--- config.mk ---
export PLATFORM = sky130hd
export DESIGN_NAME = rainbow_pixel_hsv_to_rgb_flat
export DESIGN_NICKNAME = d
export VERILOG_FILES = /design/src/design/rpx_pkg.sv /design/src/design/rpx_if.sv /design/src/design/rpx_front.sv /design/src/design/rpx_fifo.sv /design/src/design/rpx_back.sv /design/src/design/rainbow_pixel_hsv_to_rgb.sv /design/src/flat_wrapper.sv
export SDC_FILE = /design/constraint.sdc
export NUM_CORES = 2
export LEC_CHECK = 0
export CELL_PAD_IN_SITES_DETAIL_PLACEMENT = 0
export CELL_PAD_IN_SITES_GLOBAL_PLACEMENT = 1
export CORE_ASPECT_RATIO = 0.6
export CORE_UTILIZATION = 53
export DETAILED_ROUTE_END_ITERATION = 16
export DONT_BUFFER_PORTS = 1
export PLACE_DENSITY = 0.81
export SYNTH_ARGS = -nofsm -noshare
export SYNTH_HDL_FRONTEND = slang
export SYNTH_HIERARCHICAL = 1
export SYNTH_SLANG_ARGS = --single-unit
--- constraint.sdc ---
create_clock -name clk -period 10.4 [get_ports clk]
set_input_delay 1.56 -clock clk [delete_from_list [all_inputs] [get_ports clk]]
set_output_delay 1.56 -clock clk [all_outputs]
set_load 0.02 [all_outputs]
--- src/design/rpx_pkg.sv ---
// Shared widths, constants, types and the restoring divide step for the rainbow pixel block.
`default_nettype none

package rpx_pkg;

    // Field and register widths
    localparam int IDX_W      = 10;
    localparam int PERIOD_W   = 10;
    localparam int STEP_W     = 8;
    localparam int PCT_W      = 7;
    localparam int BYTE_W     = 8;
    localparam int CFG_IDX_W  = 2;
    localparam int CFG_DATA_W = 10;

    // Internal widths
    localparam int SUM_W     = IDX_W + 1;   // index + phase, phase + step
    localparam int FRAC_W    = 17;          // 0 .. 65536 (16 fractional bits)
    localparam int HUE_W     = 17;          // 0 .. 92160 (8 fractional bits)
    localparam int SCALED_W  = 27;          // position * 360 * 256
    localparam int SECREM_W  = 14;          // remainder inside one sector
    localparam int FRAC16_W  = 16;          // fraction inside one sector

    // Register indexes
    localparam logic [CFG_IDX_W-1:0] CFG_HUE_PERIOD = CFG_IDX_W'(0);
    localparam logic [CFG_IDX_W-1:0] CFG_PHASE_STEP = CFG_IDX_W'(1);
    localparam logic [CFG_IDX_W-1:0] CFG_SATURATION = CFG_IDX_W'(2);
    localparam logic [CFG_IDX_W-1:0] CFG_VALUE      = CFG_IDX_W'(3);

    // Register reset values
    localparam logic [PERIOD_W-1:0] HUE_PERIOD_RST = PERIOD_W'(30);
    localparam logic [STEP_W-1:0]   PHASE_STEP_RST = STEP_W'(4);
    localparam logic [PCT_W-1:0]    PCT_RST        = PCT_W'(100);
    localparam logic [PERIOD_W-1:0] PERIOD_MIN     = PERIOD_W'(2);

    // Job queue depth between the front and back parts
    localparam int QUEUE_DEPTH_DEF = 2;

    // Fixed-point constants
    localparam int                 SECTORS      = 6;
    localparam logic [HUE_W-1:0]   HUE_SCALE    = HUE_W'(92160);    // 360 * 256
    localparam logic [HUE_W-1:0]   SECTOR_WIDTH = HUE_W'(15360);    // 60 * 256
    localparam logic [FRAC_W-1:0]  FRAC_ONE     = FRAC_W'(65536);
    localparam logic [PCT_W-1:0]   PCT_MAX      = PCT_W'(100);
    // pct * 65536 / 100 as a multiply by a rounded-up reciprocal (exact for pct <= 100)
    localparam int                 PCT_RECIP_W  = 22;
    localparam logic [PCT_RECIP_W-1:0] PCT_RECIP = PCT_RECIP_W'(2684355);
    localparam int                 PCT_SHIFT    = 12;
    // rem * 65536 / 15360 = rem * 64 / 15, same scheme (exact for rem < 15360)
    localparam int                 FRAC_RECIP_W = 21;
    localparam logic [FRAC_RECIP_W-1:0] FRAC_RECIP = FRAC_RECIP_W'(1118482);
    localparam int                 FRAC_SHIFT   = 18;

    // Hue sectors, red through yellow, green, cyan, blue, magenta; hue 360 wraps
    typedef enum logic [2:0] {
        SEC_RED_YEL = 3'd0,
        SEC_YEL_GRN = 3'd1,
        SEC_GRN_CYN = 3'd2,
        SEC_CYN_BLU = 3'd3,
        SEC_BLU_MAG = 3'd4,
        SEC_MAG_RED = 3'd5,
        SEC_WRAP    = 3'd6
    } sector_t;

    // Live configuration, period already clamped
    typedef struct packed {
        logic [PERIOD_W-1:0] period;
        logic [STEP_W-1:0]   phase_step;
        logic [PCT_W-1:0]    saturation_pct;
        logic [PCT_W-1:0]    value_pct;
    } rpx_ctl_t;

    // One job handed from the front to the back
    typedef struct packed {
        logic [IDX_W-1:0]    pixel_index;
        logic [PERIOD_W-1:0] pos;
    } rpx_job_t;

    typedef struct packed {
        logic                qbit;
        logic [PERIOD_W-1:0] rem;
    } div_step_t;

    // One restoring division step: shift in a dividend bit, subtract if it fits
    function automatic div_step_t div_step(input logic [PERIOD_W-1:0] rem,
                                           input logic                din,
                                           input logic [PERIOD_W-1:0] divisor);
        logic [PERIOD_W:0] trial;
        logic [PERIOD_W:0] diff;
        div_step_t         res;
        trial = {rem, din};
        diff  = trial - {1'b0, divisor};
        if (trial >= {1'b0, divisor})
        begin
            res.qbit = 1'b1;
            res.rem  = diff[PERIOD_W-1:0];
        end
        else
        begin
            res.qbit = 1'b0;
            res.rem  = trial[PERIOD_W-1:0];
        end
        return res;
    endfunction

endpackage

`default_nettype wire

--- src/design/rpx_if.sv ---
// Valid/ready channel interfaces for LED index items and colour items.
`default_nettype none

interface rpx_led_if;
    import rpx_pkg::*;
    logic             valid;
    logic             ready;
    logic [IDX_W-1:0] led_index;
    logic             frame_end;
    modport source (output valid, led_index, frame_end, input ready);
    modport sink   (input valid, led_index, frame_end, output ready);
endinterface

interface rpx_colour_if;
    import rpx_pkg::*;
    logic              valid;
    logic              ready;
    logic [IDX_W-1:0]  pixel_index;
    logic [BYTE_W-1:0] green_byte;
    logic [BYTE_W-1:0] red_byte;
    logic [BYTE_W-1:0] blue_byte;
    modport source (output valid, pixel_index, green_byte, red_byte, blue_byte, input ready);
    modport sink   (input valid, pixel_index, green_byte, red_byte, blue_byte, output ready);
endinterface

`default_nettype wire

--- src/design/rpx_front.sv ---
// Front part: takes an LED item, reduces index + phase mod period, frame end advances phase.
`default_nettype none

module rpx_front (
    input  logic               clk,
    input  logic               rst_n,
    input  rpx_pkg::rpx_ctl_t  ctl,
    rpx_led_if.sink            led,
    output logic               job_valid,
    input  logic               job_ready,
    output rpx_pkg::rpx_job_t  job_data
);
    import rpx_pkg::*;

    localparam int CNT_W = $clog2(SUM_W);

    typedef enum logic [2:0] {
        FR_IDLE   = 3'b001,
        FR_DIVIDE = 3'b010,
        FR_PUSH   = 3'b100
    } fr_state_t;

    fr_state_t           state_reg, state_next;
    logic [CNT_W-1:0]    cnt_reg, cnt_next;
    logic [PERIOD_W-1:0] phase_reg, phase_next;
    logic [IDX_W-1:0]    idx_reg, idx_next;
    logic                fend_reg, fend_next;
    // lane a: position, lane b: next phase
    logic [SUM_W-1:0]    a_div_reg, a_div_next, b_div_reg, b_div_next;
    logic [PERIOD_W-1:0] a_rem_reg, a_rem_next, b_rem_reg, b_rem_next;
    div_step_t           st_a, st_b;

    assign st_a = div_step(a_rem_reg, a_div_reg[SUM_W-1], ctl.period);
    assign st_b = div_step(b_rem_reg, b_div_reg[SUM_W-1], ctl.period);

    assign led.ready            = (state_reg == FR_IDLE);
    assign job_valid            = (state_reg == FR_PUSH);
    assign job_data.pixel_index = idx_reg;
    assign job_data.pos         = a_rem_reg;

    // Sequencer: accept, eleven remainder steps on both lanes, hand over
    always_comb
    begin
        state_next = state_reg;
        cnt_next   = cnt_reg;
        phase_next = phase_reg;
        idx_next   = idx_reg;
        fend_next  = fend_reg;
        a_div_next = a_div_reg;
        b_div_next = b_div_reg;
        a_rem_next = a_rem_reg;
        b_rem_next = b_rem_reg;
        case (state_reg)
            FR_IDLE:
            begin
                if (led.valid)
                begin
                    idx_next   = led.led_index;
                    fend_next  = led.frame_end;
                    a_div_next = SUM_W'(led.led_index) + SUM_W'(phase_reg);
                    b_div_next = SUM_W'(phase_reg) + SUM_W'(ctl.phase_step);
                    a_rem_next = '0;
                    b_rem_next = '0;
                    cnt_next   = '0;
                    state_next = FR_DIVIDE;
                end
            end
            FR_DIVIDE:
            begin
                a_div_next = {a_div_reg[SUM_W-2:0], 1'b0};
                b_div_next = {b_div_reg[SUM_W-2:0], 1'b0};
                a_rem_next = st_a.rem;
                b_rem_next = st_b.rem;
                cnt_next   = cnt_reg + CNT_W'(1);
                if (cnt_reg == CNT_W'(SUM_W - 1))
                begin
                    if (fend_reg)
                        phase_next = st_b.rem;
                    state_next = FR_PUSH;
                end
            end
            FR_PUSH:
            begin
                if (job_ready)
                    state_next = FR_IDLE;
            end
            default:
            begin
                state_next = FR_IDLE;
            end
        endcase
    end

    // Control state
    always_ff @(posedge clk or negedge rst_n)
    begin
        if (!rst_n)
        begin
            state_reg <= FR_IDLE;
            cnt_reg   <= '0;
            phase_reg <= '0;
        end
        else
        begin
            state_reg <= state_next;
            cnt_reg   <= cnt_next;
            phase_reg <= phase_next;
        end
    end

    // Datapath
    always_ff @(posedge clk)
    begin
        idx_reg   <= idx_next;
        fend_reg  <= fend_next;
        a_div_reg <= a_div_next;
        b_div_reg <= b_div_next;
        a_rem_reg <= a_rem_next;
        b_rem_reg <= b_rem_next;
    end

    a_accept_starts: assert property (@(posedge clk) disable iff (!rst_n)
        (led.valid && led.ready) |=> (state_reg == FR_DIVIDE && cnt_reg == '0))
        else $error("front did not start the remainder after an accepted item");

endmodule

`default_nettype wire

--- src/design/rpx_fifo.sv ---
// Short job queue between the front and back parts.
`default_nettype none

module rpx_fifo #(
    parameter int DEPTH = rpx_pkg::QUEUE_DEPTH_DEF
) (
    input  logic               clk,
    input  logic               rst_n,
    input  logic               push_valid,
    output logic               push_ready,
    input  rpx_pkg::rpx_job_t  push_data,
    output logic               pop_valid,
    input  logic               pop_ready,
    output rpx_pkg::rpx_job_t  pop_data
);
    import rpx_pkg::*;

    localparam int PTR_W = (DEPTH > 1) ? $clog2(DEPTH) : 1;
    localparam int CNT_W = $clog2(DEPTH + 1);

    rpx_job_t         slot_reg [DEPTH];
    logic [PTR_W-1:0] wr_ptr_reg, wr_ptr_next, rd_ptr_reg, rd_ptr_next;
    logic [CNT_W-1:0] count_reg, count_next;
    logic             do_push, do_pop;

    assign push_ready = (count_reg != CNT_W'(DEPTH));
    assign pop_valid  = (count_reg != '0);
    assign pop_data   = slot_reg[rd_ptr_reg];
    assign do_push    = push_valid && push_ready;
    assign do_pop     = pop_valid && pop_ready;

    // Pointer wrap and fill count
    always_comb
    begin
        wr_ptr_next = wr_ptr_reg;
        rd_ptr_next = rd_ptr_reg;
        count_next  = count_reg;
        if (do_push)
            wr_ptr_next = (wr_ptr_reg == PTR_W'(DEPTH - 1)) ? '0 : wr_ptr_reg + PTR_W'(1);
        if (do_pop)
            rd_ptr_next = (rd_ptr_reg == PTR_W'(DEPTH - 1)) ? '0 : rd_ptr_reg + PTR_W'(1);
        if (do_push && !do_pop)
            count_next = count_reg + CNT_W'(1);
        else if (do_pop && !do_push)
            count_next = count_reg - CNT_W'(1);
    end

    always_ff @(posedge clk or negedge rst_n)
    begin
        if (!rst_n)
        begin
            wr_ptr_reg <= '0;
            rd_ptr_reg <= '0;
            count_reg  <= '0;
        end
        else
        begin
            wr_ptr_reg <= wr_ptr_next;
            rd_ptr_reg <= rd_ptr_next;
            count_reg  <= count_next;
        end
    end

    // Storage
    always_ff @(posedge clk)
    begin
        if (do_push)
            slot_reg[wr_ptr_reg] <= push_data;
    end

    a_count_bound: assert property (@(posedge clk) disable iff (!rst_n)
        count_reg <= CNT_W'(DEPTH))
        else $error("job queue fill count beyond its depth");

    a_pop_drains: assert property (@(posedge clk) disable iff (!rst_n)
        (do_pop && !do_push) |=> (count_reg == $past(count_reg) - CNT_W'(1)))
        else $error("job queue count did not fall on a pop");

endmodule

`default_nettype wire

--- src/design/rpx_back.sv ---
// Back part: hue division, sector split, chroma products and byte conversion.
`default_nettype none

module rpx_back (
    input  logic               clk,
    input  logic               rst_n,
    input  rpx_pkg::rpx_ctl_t  ctl,
    input  logic               job_valid,
    output logic               job_ready,
    input  rpx_pkg::rpx_job_t  job_data,
    rpx_colour_if.source       colour
);
    import rpx_pkg::*;

    localparam int CNT_W      = $clog2(SCALED_W);
    localparam int PCT_PROD_W = PCT_W + PCT_RECIP_W;
    localparam int FR_PROD_W  = SECREM_W + FRAC_RECIP_W;
    localparam int MUL_W      = 2 * FRAC_W;
    localparam int BYTE_PROD_W = FRAC_W + BYTE_W;

    typedef enum logic [6:0] {
        BK_IDLE   = 7'b0000001,
        BK_SCALE  = 7'b0000010,
        BK_DIVIDE = 7'b0000100,
        BK_SECTOR = 7'b0001000,
        BK_FRAC   = 7'b0010000,
        BK_XMUL   = 7'b0100000,
        BK_MIX    = 7'b1000000
    } bk_state_t;

    // Percent to a fraction with 16 fractional bits, clamped at 100
    function automatic logic [FRAC_W-1:0] pct_to_frac(input logic [PCT_W-1:0] pct);
        logic [PCT_W-1:0]      p;
        logic [PCT_PROD_W-1:0] prod;
        p    = (pct > PCT_MAX) ? PCT_MAX : pct;
        prod = PCT_PROD_W'(p) * PCT_PROD_W'(PCT_RECIP);
        return prod[PCT_SHIFT +: FRAC_W];
    endfunction

    // floor(f * 255 / 65536)
    function automatic logic [BYTE_W-1:0] to_byte(input logic [FRAC_W-1:0] f);
        logic [BYTE_PROD_W-1:0] t;
        t = {f, {BYTE_W{1'b0}}} - BYTE_PROD_W'(f);
        return t[FRAC_W-1 +: BYTE_W];
    endfunction

    // Sector number by comparison against the sector edges
    function automatic sector_t hue_sector(input logic [HUE_W-1:0] hue);
        logic [2:0] n;
        n = '0;
        for (int k = 1; k <= SECTORS; k++)
        begin
            if (hue >= HUE_W'(k * 15360))
                n = n + 3'd1;
        end
        return sector_t'(n);
    endfunction

    bk_state_t             state_reg, state_next;
    logic [CNT_W-1:0]      cnt_reg, cnt_next;
    logic [IDX_W-1:0]      idx_reg, idx_next;
    logic [PERIOD_W-1:0]   pos_reg, pos_next;
    logic [SCALED_W-1:0]   quo_reg, quo_next;
    logic [PERIOD_W-1:0]   rem_reg, rem_next;
    sector_t               sector_reg, sector_next;
    logic [SECREM_W-1:0]   secrem_reg, secrem_next;
    logic [FRAC16_W-1:0]   frac_reg, frac_next;
    logic [FRAC_W-1:0]     x_reg, x_next;
    logic [FRAC_W-1:0]     sf_reg, vf_reg, c_reg;
    logic                  out_valid_reg, out_valid_next;
    logic [IDX_W-1:0]      out_idx_reg, out_idx_next;
    logic [BYTE_W-1:0]     out_g_reg, out_g_next, out_r_reg, out_r_next, out_b_reg, out_b_next;

    logic [PERIOD_W-1:0]   divisor;
    div_step_t             st;
    logic [HUE_W-1:0]      hue;
    sector_t               sec;
    logic [HUE_W-1:0]      sec_base;
    logic [MUL_W-1:0]      c_prod;
    logic [FR_PROD_W-1:0]  fr_prod;
    logic [FRAC_W-1:0]     factor;
    logic [MUL_W-1:0]      x_prod;
    logic [FRAC_W-1:0]     m_lvl;
    logic [FRAC_W-1:0]     r_cmp, g_cmp, b_cmp;
    logic                  out_free;

    // Saturation, value and chroma follow the registers, one product per stage
    assign c_prod = MUL_W'(sf_reg) * MUL_W'(vf_reg);
    assign m_lvl  = vf_reg - c_reg;

    always_ff @(posedge clk)
    begin
        sf_reg <= pct_to_frac(ctl.saturation_pct);
        vf_reg <= pct_to_frac(ctl.value_pct);
        c_reg  <= c_prod[FRAC16_W +: FRAC_W];
    end

    // Hue divider step, sector split and fraction product
    assign divisor  = ctl.period - PERIOD_W'(1);
    assign st       = div_step(rem_reg, quo_reg[SCALED_W-1], divisor);
    assign hue      = quo_reg[HUE_W-1:0];
    assign sec      = hue_sector(hue);
    assign sec_base = HUE_W'(sec) * SECTOR_WIDTH;
    assign fr_prod  = FR_PROD_W'(secrem_reg) * FR_PROD_W'(FRAC_RECIP);
    assign factor   = sector_reg[0] ? (FRAC_ONE - FRAC_W'(frac_reg)) : FRAC_W'(frac_reg);
    assign x_prod   = MUL_W'(c_reg) * MUL_W'(factor);

    // Route chroma and secondary component to the channels
    always_comb
    begin
        case (sector_reg)
            SEC_RED_YEL: begin r_cmp = c_reg; g_cmp = x_reg; b_cmp = '0;    end
            SEC_YEL_GRN: begin r_cmp = x_reg; g_cmp = c_reg; b_cmp = '0;    end
            SEC_GRN_CYN: begin r_cmp = '0;    g_cmp = c_reg; b_cmp = x_reg; end
            SEC_CYN_BLU: begin r_cmp = '0;    g_cmp = x_reg; b_cmp = c_reg; end
            SEC_BLU_MAG: begin r_cmp = x_reg; g_cmp = '0;    b_cmp = c_reg; end
            default:     begin r_cmp = c_reg; g_cmp = '0;    b_cmp = x_reg; end
        endcase
    end

    assign out_free  = !out_valid_reg || colour.ready;
    assign job_ready = (state_reg == BK_IDLE);

    // Sequencer
    always_comb
    begin
        state_next     = state_reg;
        cnt_next       = cnt_reg;
        idx_next       = idx_reg;
        pos_next       = pos_reg;
        quo_next       = quo_reg;
        rem_next       = rem_reg;
        sector_next    = sector_reg;
        secrem_next    = secrem_reg;
        frac_next      = frac_reg;
        x_next         = x_reg;
        out_valid_next = out_valid_reg && !colour.ready;
        out_idx_next   = out_idx_reg;
        out_g_next     = out_g_reg;
        out_r_next     = out_r_reg;
        out_b_next     = out_b_reg;
        case (state_reg)
            BK_IDLE:
            begin
                if (job_valid)
                begin
                    idx_next   = job_data.pixel_index;
                    pos_next   = job_data.pos;
                    state_next = BK_SCALE;
                end
            end
            BK_SCALE:
            begin
                quo_next   = SCALED_W'(pos_reg) * SCALED_W'(HUE_SCALE);
                rem_next   = '0;
                cnt_next   = '0;
                state_next = BK_DIVIDE;
            end
            BK_DIVIDE:
            begin
                quo_next = {quo_reg[SCALED_W-2:0], st.qbit};
                rem_next = st.rem;
                cnt_next = cnt_reg + CNT_W'(1);
                if (cnt_reg == CNT_W'(SCALED_W - 1))
                    state_next = BK_SECTOR;
            end
            BK_SECTOR:
            begin
                sector_next = sec;
                secrem_next = SECREM_W'(hue - sec_base);
                state_next  = BK_FRAC;
            end
            BK_FRAC:
            begin
                frac_next  = fr_prod[FRAC_SHIFT +: FRAC16_W];
                state_next = BK_XMUL;
            end
            BK_XMUL:
            begin
                x_next     = x_prod[FRAC16_W +: FRAC_W];
                state_next = BK_MIX;
            end
            BK_MIX:
            begin
                if (out_free)
                begin
                    out_valid_next = 1'b1;
                    out_idx_next   = idx_reg;
                    out_g_next     = to_byte(g_cmp + m_lvl);
                    out_r_next     = to_byte(r_cmp + m_lvl);
                    out_b_next     = to_byte(b_cmp + m_lvl);
                    state_next     = BK_IDLE;
                end
            end
            default:
            begin
                state_next = BK_IDLE;
            end
        endcase
    end

    // Control state
    always_ff @(posedge clk or negedge rst_n)
    begin
        if (!rst_n)
        begin
            state_reg     <= BK_IDLE;
            cnt_reg       <= '0;
            out_valid_reg <= 1'b0;
        end
        else
        begin
            state_reg     <= state_next;
            cnt_reg       <= cnt_next;
            out_valid_reg <= out_valid_next;
        end
    end

    // Datapath and output register
    always_ff @(posedge clk)
    begin
        idx_reg     <= idx_next;
        pos_reg     <= pos_next;
        quo_reg     <= quo_next;
        rem_reg     <= rem_next;
        sector_reg  <= sector_next;
        secrem_reg  <= secrem_next;
        frac_reg    <= frac_next;
        x_reg       <= x_next;
        out_idx_reg <= out_idx_next;
        out_g_reg   <= out_g_next;
        out_r_reg   <= out_r_next;
        out_b_reg   <= out_b_next;
    end

    assign colour.valid       = out_valid_reg;
    assign colour.pixel_index = out_idx_reg;
    assign colour.green_byte  = out_g_reg;
    assign colour.red_byte    = out_r_reg;
    assign colour.blue_byte   = out_b_reg;

    a_pop_starts: assert property (@(posedge clk) disable iff (!rst_n)
        (job_valid && job_ready) |=> (state_reg == BK_SCALE))
        else $error("back part did not start on a popped job");

    a_mix_lands: assert property (@(posedge clk) disable iff (!rst_n)
        (state_reg == BK_MIX && out_free) |=> (out_valid_reg && state_reg == BK_IDLE))
        else $error("finished colour did not reach the output register");

endmodule

`default_nettype wire

--- src/design/rainbow_pixel_hsv_to_rgb.sv ---
// Top level of the rainbow pixel generator: configuration registers, front, queue and back.
//
//  Channel  | Kind        | Payload                                          | Handshake
//  ---------+-------------+--------------------------------------------------+-------------
//  led      | item in     | led_index[9:0], frame_end                        | valid/ready
//  colour   | item out    | pixel_index[9:0], green/red/blue_byte[7:0]       | valid/ready
//  cfg      | reg write   | cfg_index[1:0], cfg_data[9:0]                    | cfg_wr_en
//
// The back part works through pop, scale, the bit-serial hue divider, sector, fraction,
// secondary product and mix for each item, and takes a new job only once the last is done.
// The front runs its 11 remainder steps and then runs ahead on the next item while the
// queue has room.
// Reset loads the register defaults and clears the phase; no clearing pass is needed.
// A two-entry job queue and the output register let either side stall on its own.
`default_nettype none

module rainbow_pixel_hsv_to_rgb #(
    parameter int QUEUE_DEPTH = rpx_pkg::QUEUE_DEPTH_DEF
) (
    input  logic                            clk,
    input  logic                            rst_n,
    rpx_led_if.sink                         led,
    rpx_colour_if.source                    colour,
    input  logic                            cfg_wr_en,
    input  logic [rpx_pkg::CFG_IDX_W-1:0]   cfg_index,
    input  logic [rpx_pkg::CFG_DATA_W-1:0]  cfg_data
);
    import rpx_pkg::*;

    logic [PERIOD_W-1:0] hue_period_reg;
    logic [STEP_W-1:0]   phase_step_reg;
    logic [PCT_W-1:0]    saturation_reg;
    logic [PCT_W-1:0]    value_reg;
    rpx_ctl_t            ctl;
    logic                fr_valid, fr_ready, bk_valid, bk_ready;
    rpx_job_t            fr_job, bk_job;

    // Configuration registers
    always_ff @(posedge clk or negedge rst_n)
    begin
        if (!rst_n)
        begin
            hue_period_reg <= HUE_PERIOD_RST;
            phase_step_reg <= PHASE_STEP_RST;
            saturation_reg <= PCT_RST;
            value_reg      <= PCT_RST;
        end
        else if (cfg_wr_en)
        begin
            case (cfg_index)
                CFG_HUE_PERIOD: hue_period_reg <= cfg_data[PERIOD_W-1:0];
                CFG_PHASE_STEP: phase_step_reg <= cfg_data[STEP_W-1:0];
                CFG_SATURATION: saturation_reg <= cfg_data[PCT_W-1:0];
                CFG_VALUE:      value_reg      <= cfg_data[PCT_W-1:0];
                default: ;
            endcase
        end
    end

    // Periods below two act as two
    assign ctl.period         = (hue_period_reg < PERIOD_MIN) ? PERIOD_MIN : hue_period_reg;
    assign ctl.phase_step     = phase_step_reg;
    assign ctl.saturation_pct = saturation_reg;
    assign ctl.value_pct      = value_reg;

    rpx_front u_front (
        .clk       (clk),
        .rst_n     (rst_n),
        .ctl       (ctl),
        .led       (led),
        .job_valid (fr_valid),
        .job_ready (fr_ready),
        .job_data  (fr_job)
    );

    rpx_fifo #(
        .DEPTH (QUEUE_DEPTH)
    ) u_fifo (
        .clk        (clk),
        .rst_n      (rst_n),
        .push_valid (fr_valid),
        .push_ready (fr_ready),
        .push_data  (fr_job),
        .pop_valid  (bk_valid),
        .pop_ready  (bk_ready),
        .pop_data   (bk_job)
    );

    rpx_back u_back (
        .clk       (clk),
        .rst_n     (rst_n),
        .ctl       (ctl),
        .job_valid (bk_valid),
        .job_ready (bk_ready),
        .job_data  (bk_job),
        .colour    (colour)
    );

endmodule

`default_nettype wire
--- src/flat_wrapper.sv ---
// flat-port wrapper written by rule: the top's interface ports become plain ports
module rainbow_pixel_hsv_to_rgb_flat import rpx_pkg::*;
#(
    parameter int QUEUE_DEPTH = rpx_pkg::QUEUE_DEPTH_DEF
)
  (clk, rst_n, cfg_wr_en, cfg_index, cfg_data, led_valid, led_led_index, led_frame_end, led_ready, colour_valid, colour_pixel_index, colour_green_byte, colour_red_byte, colour_blue_byte, colour_ready);
  rpx_led_if led_i ();
  rpx_colour_if colour_i ();
  input  logic clk;
  input  logic rst_n;
  input  logic cfg_wr_en;
  input  logic [rpx_pkg::CFG_IDX_W-1:0] cfg_index;
  input  logic [rpx_pkg::CFG_DATA_W-1:0] cfg_data;
  input wire logic [$bits(led_i.valid)-1:0] led_valid;
  input wire logic [$bits(led_i.led_index)-1:0] led_led_index;
  input wire logic [$bits(led_i.frame_end)-1:0] led_frame_end;
  output wire logic [$bits(led_i.ready)-1:0] led_ready;
  output wire logic [$bits(colour_i.valid)-1:0] colour_valid;
  output wire logic [$bits(colour_i.pixel_index)-1:0] colour_pixel_index;
  output wire logic [$bits(colour_i.green_byte)-1:0] colour_green_byte;
  output wire logic [$bits(colour_i.red_byte)-1:0] colour_red_byte;
  output wire logic [$bits(colour_i.blue_byte)-1:0] colour_blue_byte;
  input wire logic [$bits(colour_i.ready)-1:0] colour_ready;
  assign led_i.valid = led_valid;
  assign led_i.led_index = led_led_index;
  assign led_i.frame_end = led_frame_end;
  assign led_ready = led_i.ready;
  assign colour_valid = colour_i.valid;
  assign colour_pixel_index = colour_i.pixel_index;
  assign colour_green_byte = colour_i.green_byte;
  assign colour_red_byte = colour_i.red_byte;
  assign colour_blue_byte = colour_i.blue_byte;
  assign colour_i.ready = colour_ready;
  rainbow_pixel_hsv_to_rgb #(.QUEUE_DEPTH(QUEUE_DEPTH)) u_core (.clk(clk), .rst_n(rst_n), .led(led_i), .colour(colour_i), .cfg_wr_en(cfg_wr_en), .cfg_index(cfg_index), .cfg_data(cfg_data));
endmodule
==> reports/results.env <==
START_UTIL_PCT=54.05
YS_ASYNC_SR_FRACTION_PCT=18.80
MUXSHAREOFSYNTHAREA_PCT=1.862
TOTAL_ROUTING_USAGE_REPORTED_BY_GLOBAL_ROUTING_PCT=26.57
TIMING.CRITICAL_PATH.FROM_TYPE='flip-flop'
POST_CTS.REPAIR.SETUP_BUFFERS=0
SYNTH_SEQ_AREA_SHARE_PCT=21.87
MAX_SLEW.WORST_PIN.SLEW_NS=1.304
DRT.ANTENNA.VIOLATING_NETS=0
FINALCRITICALPERIOD_NS=8.682
CRITICAL-PATH-SLOWEST-CELL='sky130_fd_sc_hd__edfxtp_1'
NUMBER_OF_ANTENNA_VIOLATIONS_AT_THE_FIRST_CHECK_IN_GLOBAL_ROUTING=8
SYNTHFLOPTYPE='sky130_fd_sc_hd__edfxtp_1'
POSTSYNTHAREAPERCELL_UM2=9.647
CLKLATENCYLATEPIN_NS=0.59
CTS_TREE='built'
DIE_H_UM=226.3
CRITICAL_PATH_MAX_STAGE_DELAY_NS=0.69
CRIT_PATH_MAX_FANOUT=17
SYNTH-SIMPLE-AREA-SHARE_PCT=13.40
FIRST_ITER_VIOLATIONS=2628
SYNTHESIS.AREA_MM2=0.04442
YOSYS.AREA_SHARE.ADDER_PCT=41.51
CLOCK-SINKS=351
NETLIST_INSTANCES=4605
DESIGN.PORTCOUNT=64
GRT_START_MAX_NET_PINS=67
CLOCK_INPUT_TRANSITION_AT_THE_SEQUENTIAL_CELLS_OF_THE_WORST_SETUP_AND_HOLD_PATHS_NS=0.07
DRT_PRE_ANTENNA_ITERS=6
SYNTH_COMPOUND_GATE_AREA_SHARE_PCT=8.489
CPLARGESTDELAYFAMILY='adder cells'
LAYOUT_COMMONEST_CELL='sky130_fd_sc_hd__inv_1'
POST_ROUTE_CELLS_DRIVE_ABOVE_1_SHARE_PCT=4.915
SYNTH_FP_NETS=5785
DRT-VIAS-PER-INSTANCE=5.463
FINAL_NET_COUNT=5730
CLK_ROOT_BUFFER_CELL='sky130_fd_sc_hd__clkbuf_16'
LAYOUT.CELLS.MOST_COMMON_LIST='832 x sky130_fd_sc_hd__inv_1, 616 x sky130_fd_sc_hd__ha_1, 561 x sky130_fd_sc_hd__nand2_1, 536 x sky130_fd_sc_hd__fa_1, 234 x sky130_fd_sc_hd__edfxtp_1'
DRT-TOTAL-WL_UM=109200
CAP_VIOLATIONS=0
GRT_PASS1_WL_UM=176100
POST_CTS_RESIZED=0
PORT_BUFFERS=0
TIMING.HOLD.WORST.CLASS='reg -> reg'
WORST_PATH_BUFFER_PLUS_INVERTER_COUNT=5
WORST_CLOCK_SKEW_NS=0.02942
COUNT_OF_FLIP_FLOPS_WITH_A_BUILT_IN_ENABLE_AFTER_SYNTHESIS=234
HPWL_UM=85900
RELSLEWSLACK_PCT=12.95
DIE_X_UM=375.8
WORST-SETUP-PATH-TYPE='reg -> reg'
RUN_STATUS='complete, no violations'
PLACEMENT_ROWS=81
LARGEST_REGISTER_FFS=40
LAYOUT_AREA_GROWTH_OVER_SYNTHESIS_PCT=5.619
REPORT.FINAL.SLEW_VIOL_COUNT=0
DRC_ERRORS=0
CORE-AREA_MM2=0.08219
SETUP_REPAIR_AFTER_GLOBAL_ROUTING_MISSED_ITS_MARGIN='no'
ROUTED-VIA-COUNT=31130
WORSTPATHREQUIRED_NS=10.72
GRT_OVERFLOW_TOTAL=0
SYNTH_WARNINGS=6
HTREE_NUM_LEVELS=2
NUM_ANTENNA_CELLS=0
FINALHOLDVIOLCOUNT=0
DIEAREA_MM2=0.08502
YOSYS_REGISTER_BITS=351
YS_TYPES=102
TIMING.CRITICAL_PATH.ARRIVAL_NS=9.00
CTS_INSERTED_BUFFERS=36
FMAX_MHz=115.2
SYNTH_XOR_AREA_SHARE_PCT=4.476
FIN_CRIT_SH_PCT=83.48
PLACE.GP.CONGESTION=0.9092
COMBINATIONAL_FAMILY_WITH_THE_MOST_AREA_AFTER_SYNTHESIS='adder cells'
CLOCK_PATH_BUFFERS=3
POSTCTSHOLDBUFS=0
NUMBER_OF_GLOBAL_ROUTE_VIAS_BEFORE_REPAIR=31170
FINALSETUPVIOLCOUNT=0
ROUTED_WIRE_LENGTH_PER_INSTANCE_UM=19.16
CPMOSTUSEDCELL='sky130_fd_sc_hd__fa_1'
TYPE_OF_ELEMENT_CAPTURING_THE_CRITICAL_PATH='flip-flop'
TOTALNEGATIVESETUPSLACK_NS=0
==> cell type report <==
class / count / area, µm²
clock buffers: 42 / 943.4
multi-input cells: 3273 / 31000
fillers: 7249 / 35270
flip-flops and latches: 351 / 9716
clock inverters: 24 / 310.3
inverters: 832 / 3123
repair buffers: 56 / 420.4
well taps: 1120 / 1401
==> cell families after synthesis <==
family | after synthesis
simple gates | 1248
fa+ha+maj | 1152
buf+inv | 981
compound gates | 571
flops | 351
xor+xnor | 227
mux | 75
==> path summary, 6_finish.rpt <==
| kind | startpoint | endpoint | slack, ns | depth (start not counted) |
|---|---|---|---|---|
| hold reg to reg | u_core/u_back/idx_reg[5] | u_core/u_back/colour.pixel_index[5] | 0.42 | 0 |
| max in group asynchronous | rst_n | u_core/value_reg[2] | 9.47 | 0 |
| setup reg to reg | u_core/u_back/frac_reg[0] | u_core/u_back/x_reg[16] | 1.72 | 28 |
| min in group asynchronous | rst_n | u_core/hue_period_reg[0] | 0.69 | 0 |
| hold / removal | u_core/u_back/idx_reg[5] | u_core/u_back/colour.pixel_index[5] | 0.42 | 0 |
| setup / recovery | u_core/u_back/frac_reg[0] | u_core/u_back/x_reg[16] | 1.72 | 28 |
==> per-layer routing <==
| metal | routed length [µm] | global-route usage (%) | part of all wire [%] |
|---|---|---|---|
| met1 | 56550 | 43.02 | 52 |
| met2 | 41170 | 35.55 | 38 |
| met5 | 27 | 0 | 0.025 |
| met3 | 10080 | 6.637 | 9.2 |
| met4 | 1331 | 3.884 | 1.2 |
==> synth_stat cells, types with 16 or more instances <==
master | instances | area (µm²)
sky130_fd_sc_hd__nand3_1 | 44 | 220.2
sky130_fd_sc_hd__a21o_1 | 58 | 435.4
sky130_fd_sc_hd__nand4_1 | 16 | 100.1
sky130_fd_sc_hd__a22o_1 | 31 | 271.5
sky130_fd_sc_hd__xor2_1 | 77 | 674.4
sky130_fd_sc_hd__or3_1 | 16 | 100.1
sky130_fd_sc_hd__o21a_1 | 39 | 292.8
sky130_fd_sc_hd__and2_1 | 192 | 1201
sky130_fd_sc_hd__nor2_1 | 197 | 739.5
sky130_fd_sc_hd__ha_1 | 616 | 7707
sky130_fd_sc_hd__nor3_1 | 56 | 280.3
sky130_fd_sc_hd__xnor2_1 | 150 | 1314
sky130_fd_sc_hd__clkbuf_1 | 139 | 521.8
sky130_fd_sc_hd__nor2b_1 | 35 | 219.0
sky130_fd_sc_hd__and3_1 | 29 | 181.4
sky130_fd_sc_hd__edfxtp_1 | 234 | 7027
sky130_fd_sc_hd__mux2_2 | 56 | 630.6
sky130_fd_sc_hd__nand2b_1 | 28 | 175.2
sky130_fd_sc_hd__o211ai_1 | 18 | 135.1
sky130_fd_sc_hd__a21oi_1 | 162 | 810.8
sky130_fd_sc_hd__dfrtp_1 | 53 | 1326
sky130_fd_sc_hd__nand2_1 | 562 | 2110
sky130_fd_sc_hd__o21ai_0 | 84 | 420.4
sky130_fd_sc_hd__mux2i_1 | 17 | 170.2
sky130_fd_sc_hd__o21ai_1 | 39 | 195.2
sky130_fd_sc_hd__dfxtp_1 | 51 | 1021
sky130_fd_sc_hd__inv_1 | 832 | 3123
sky130_fd_sc_hd__fa_1 | 536 | 10730
==> metrics by stage <==
stage | util, % | instance area [µm²] | hold WS [ns] | cells | setup WS, ns
global placement | 55.56 | 45670 | 0.4041 | 5632 | 2.064
finish | 57.08 | 46920 | 0.4207 | 5698 | 1.718
CTS | 57.08 | 46920 | 0.4219 | 5698 | 1.862
global route | 57.08 | 46920 | 0.4239 | 5698 | 1.222
floorplan | - | 44420 | 0.4003 | 4605 | 2.846
detailed placement | 55.56 | 45670 | 0.4063 | 5632 | 1.900
Power is left out: the tool's default activity adds up to more than one toggle a clock period on the data nets, which glitch-free logic cannot reach.
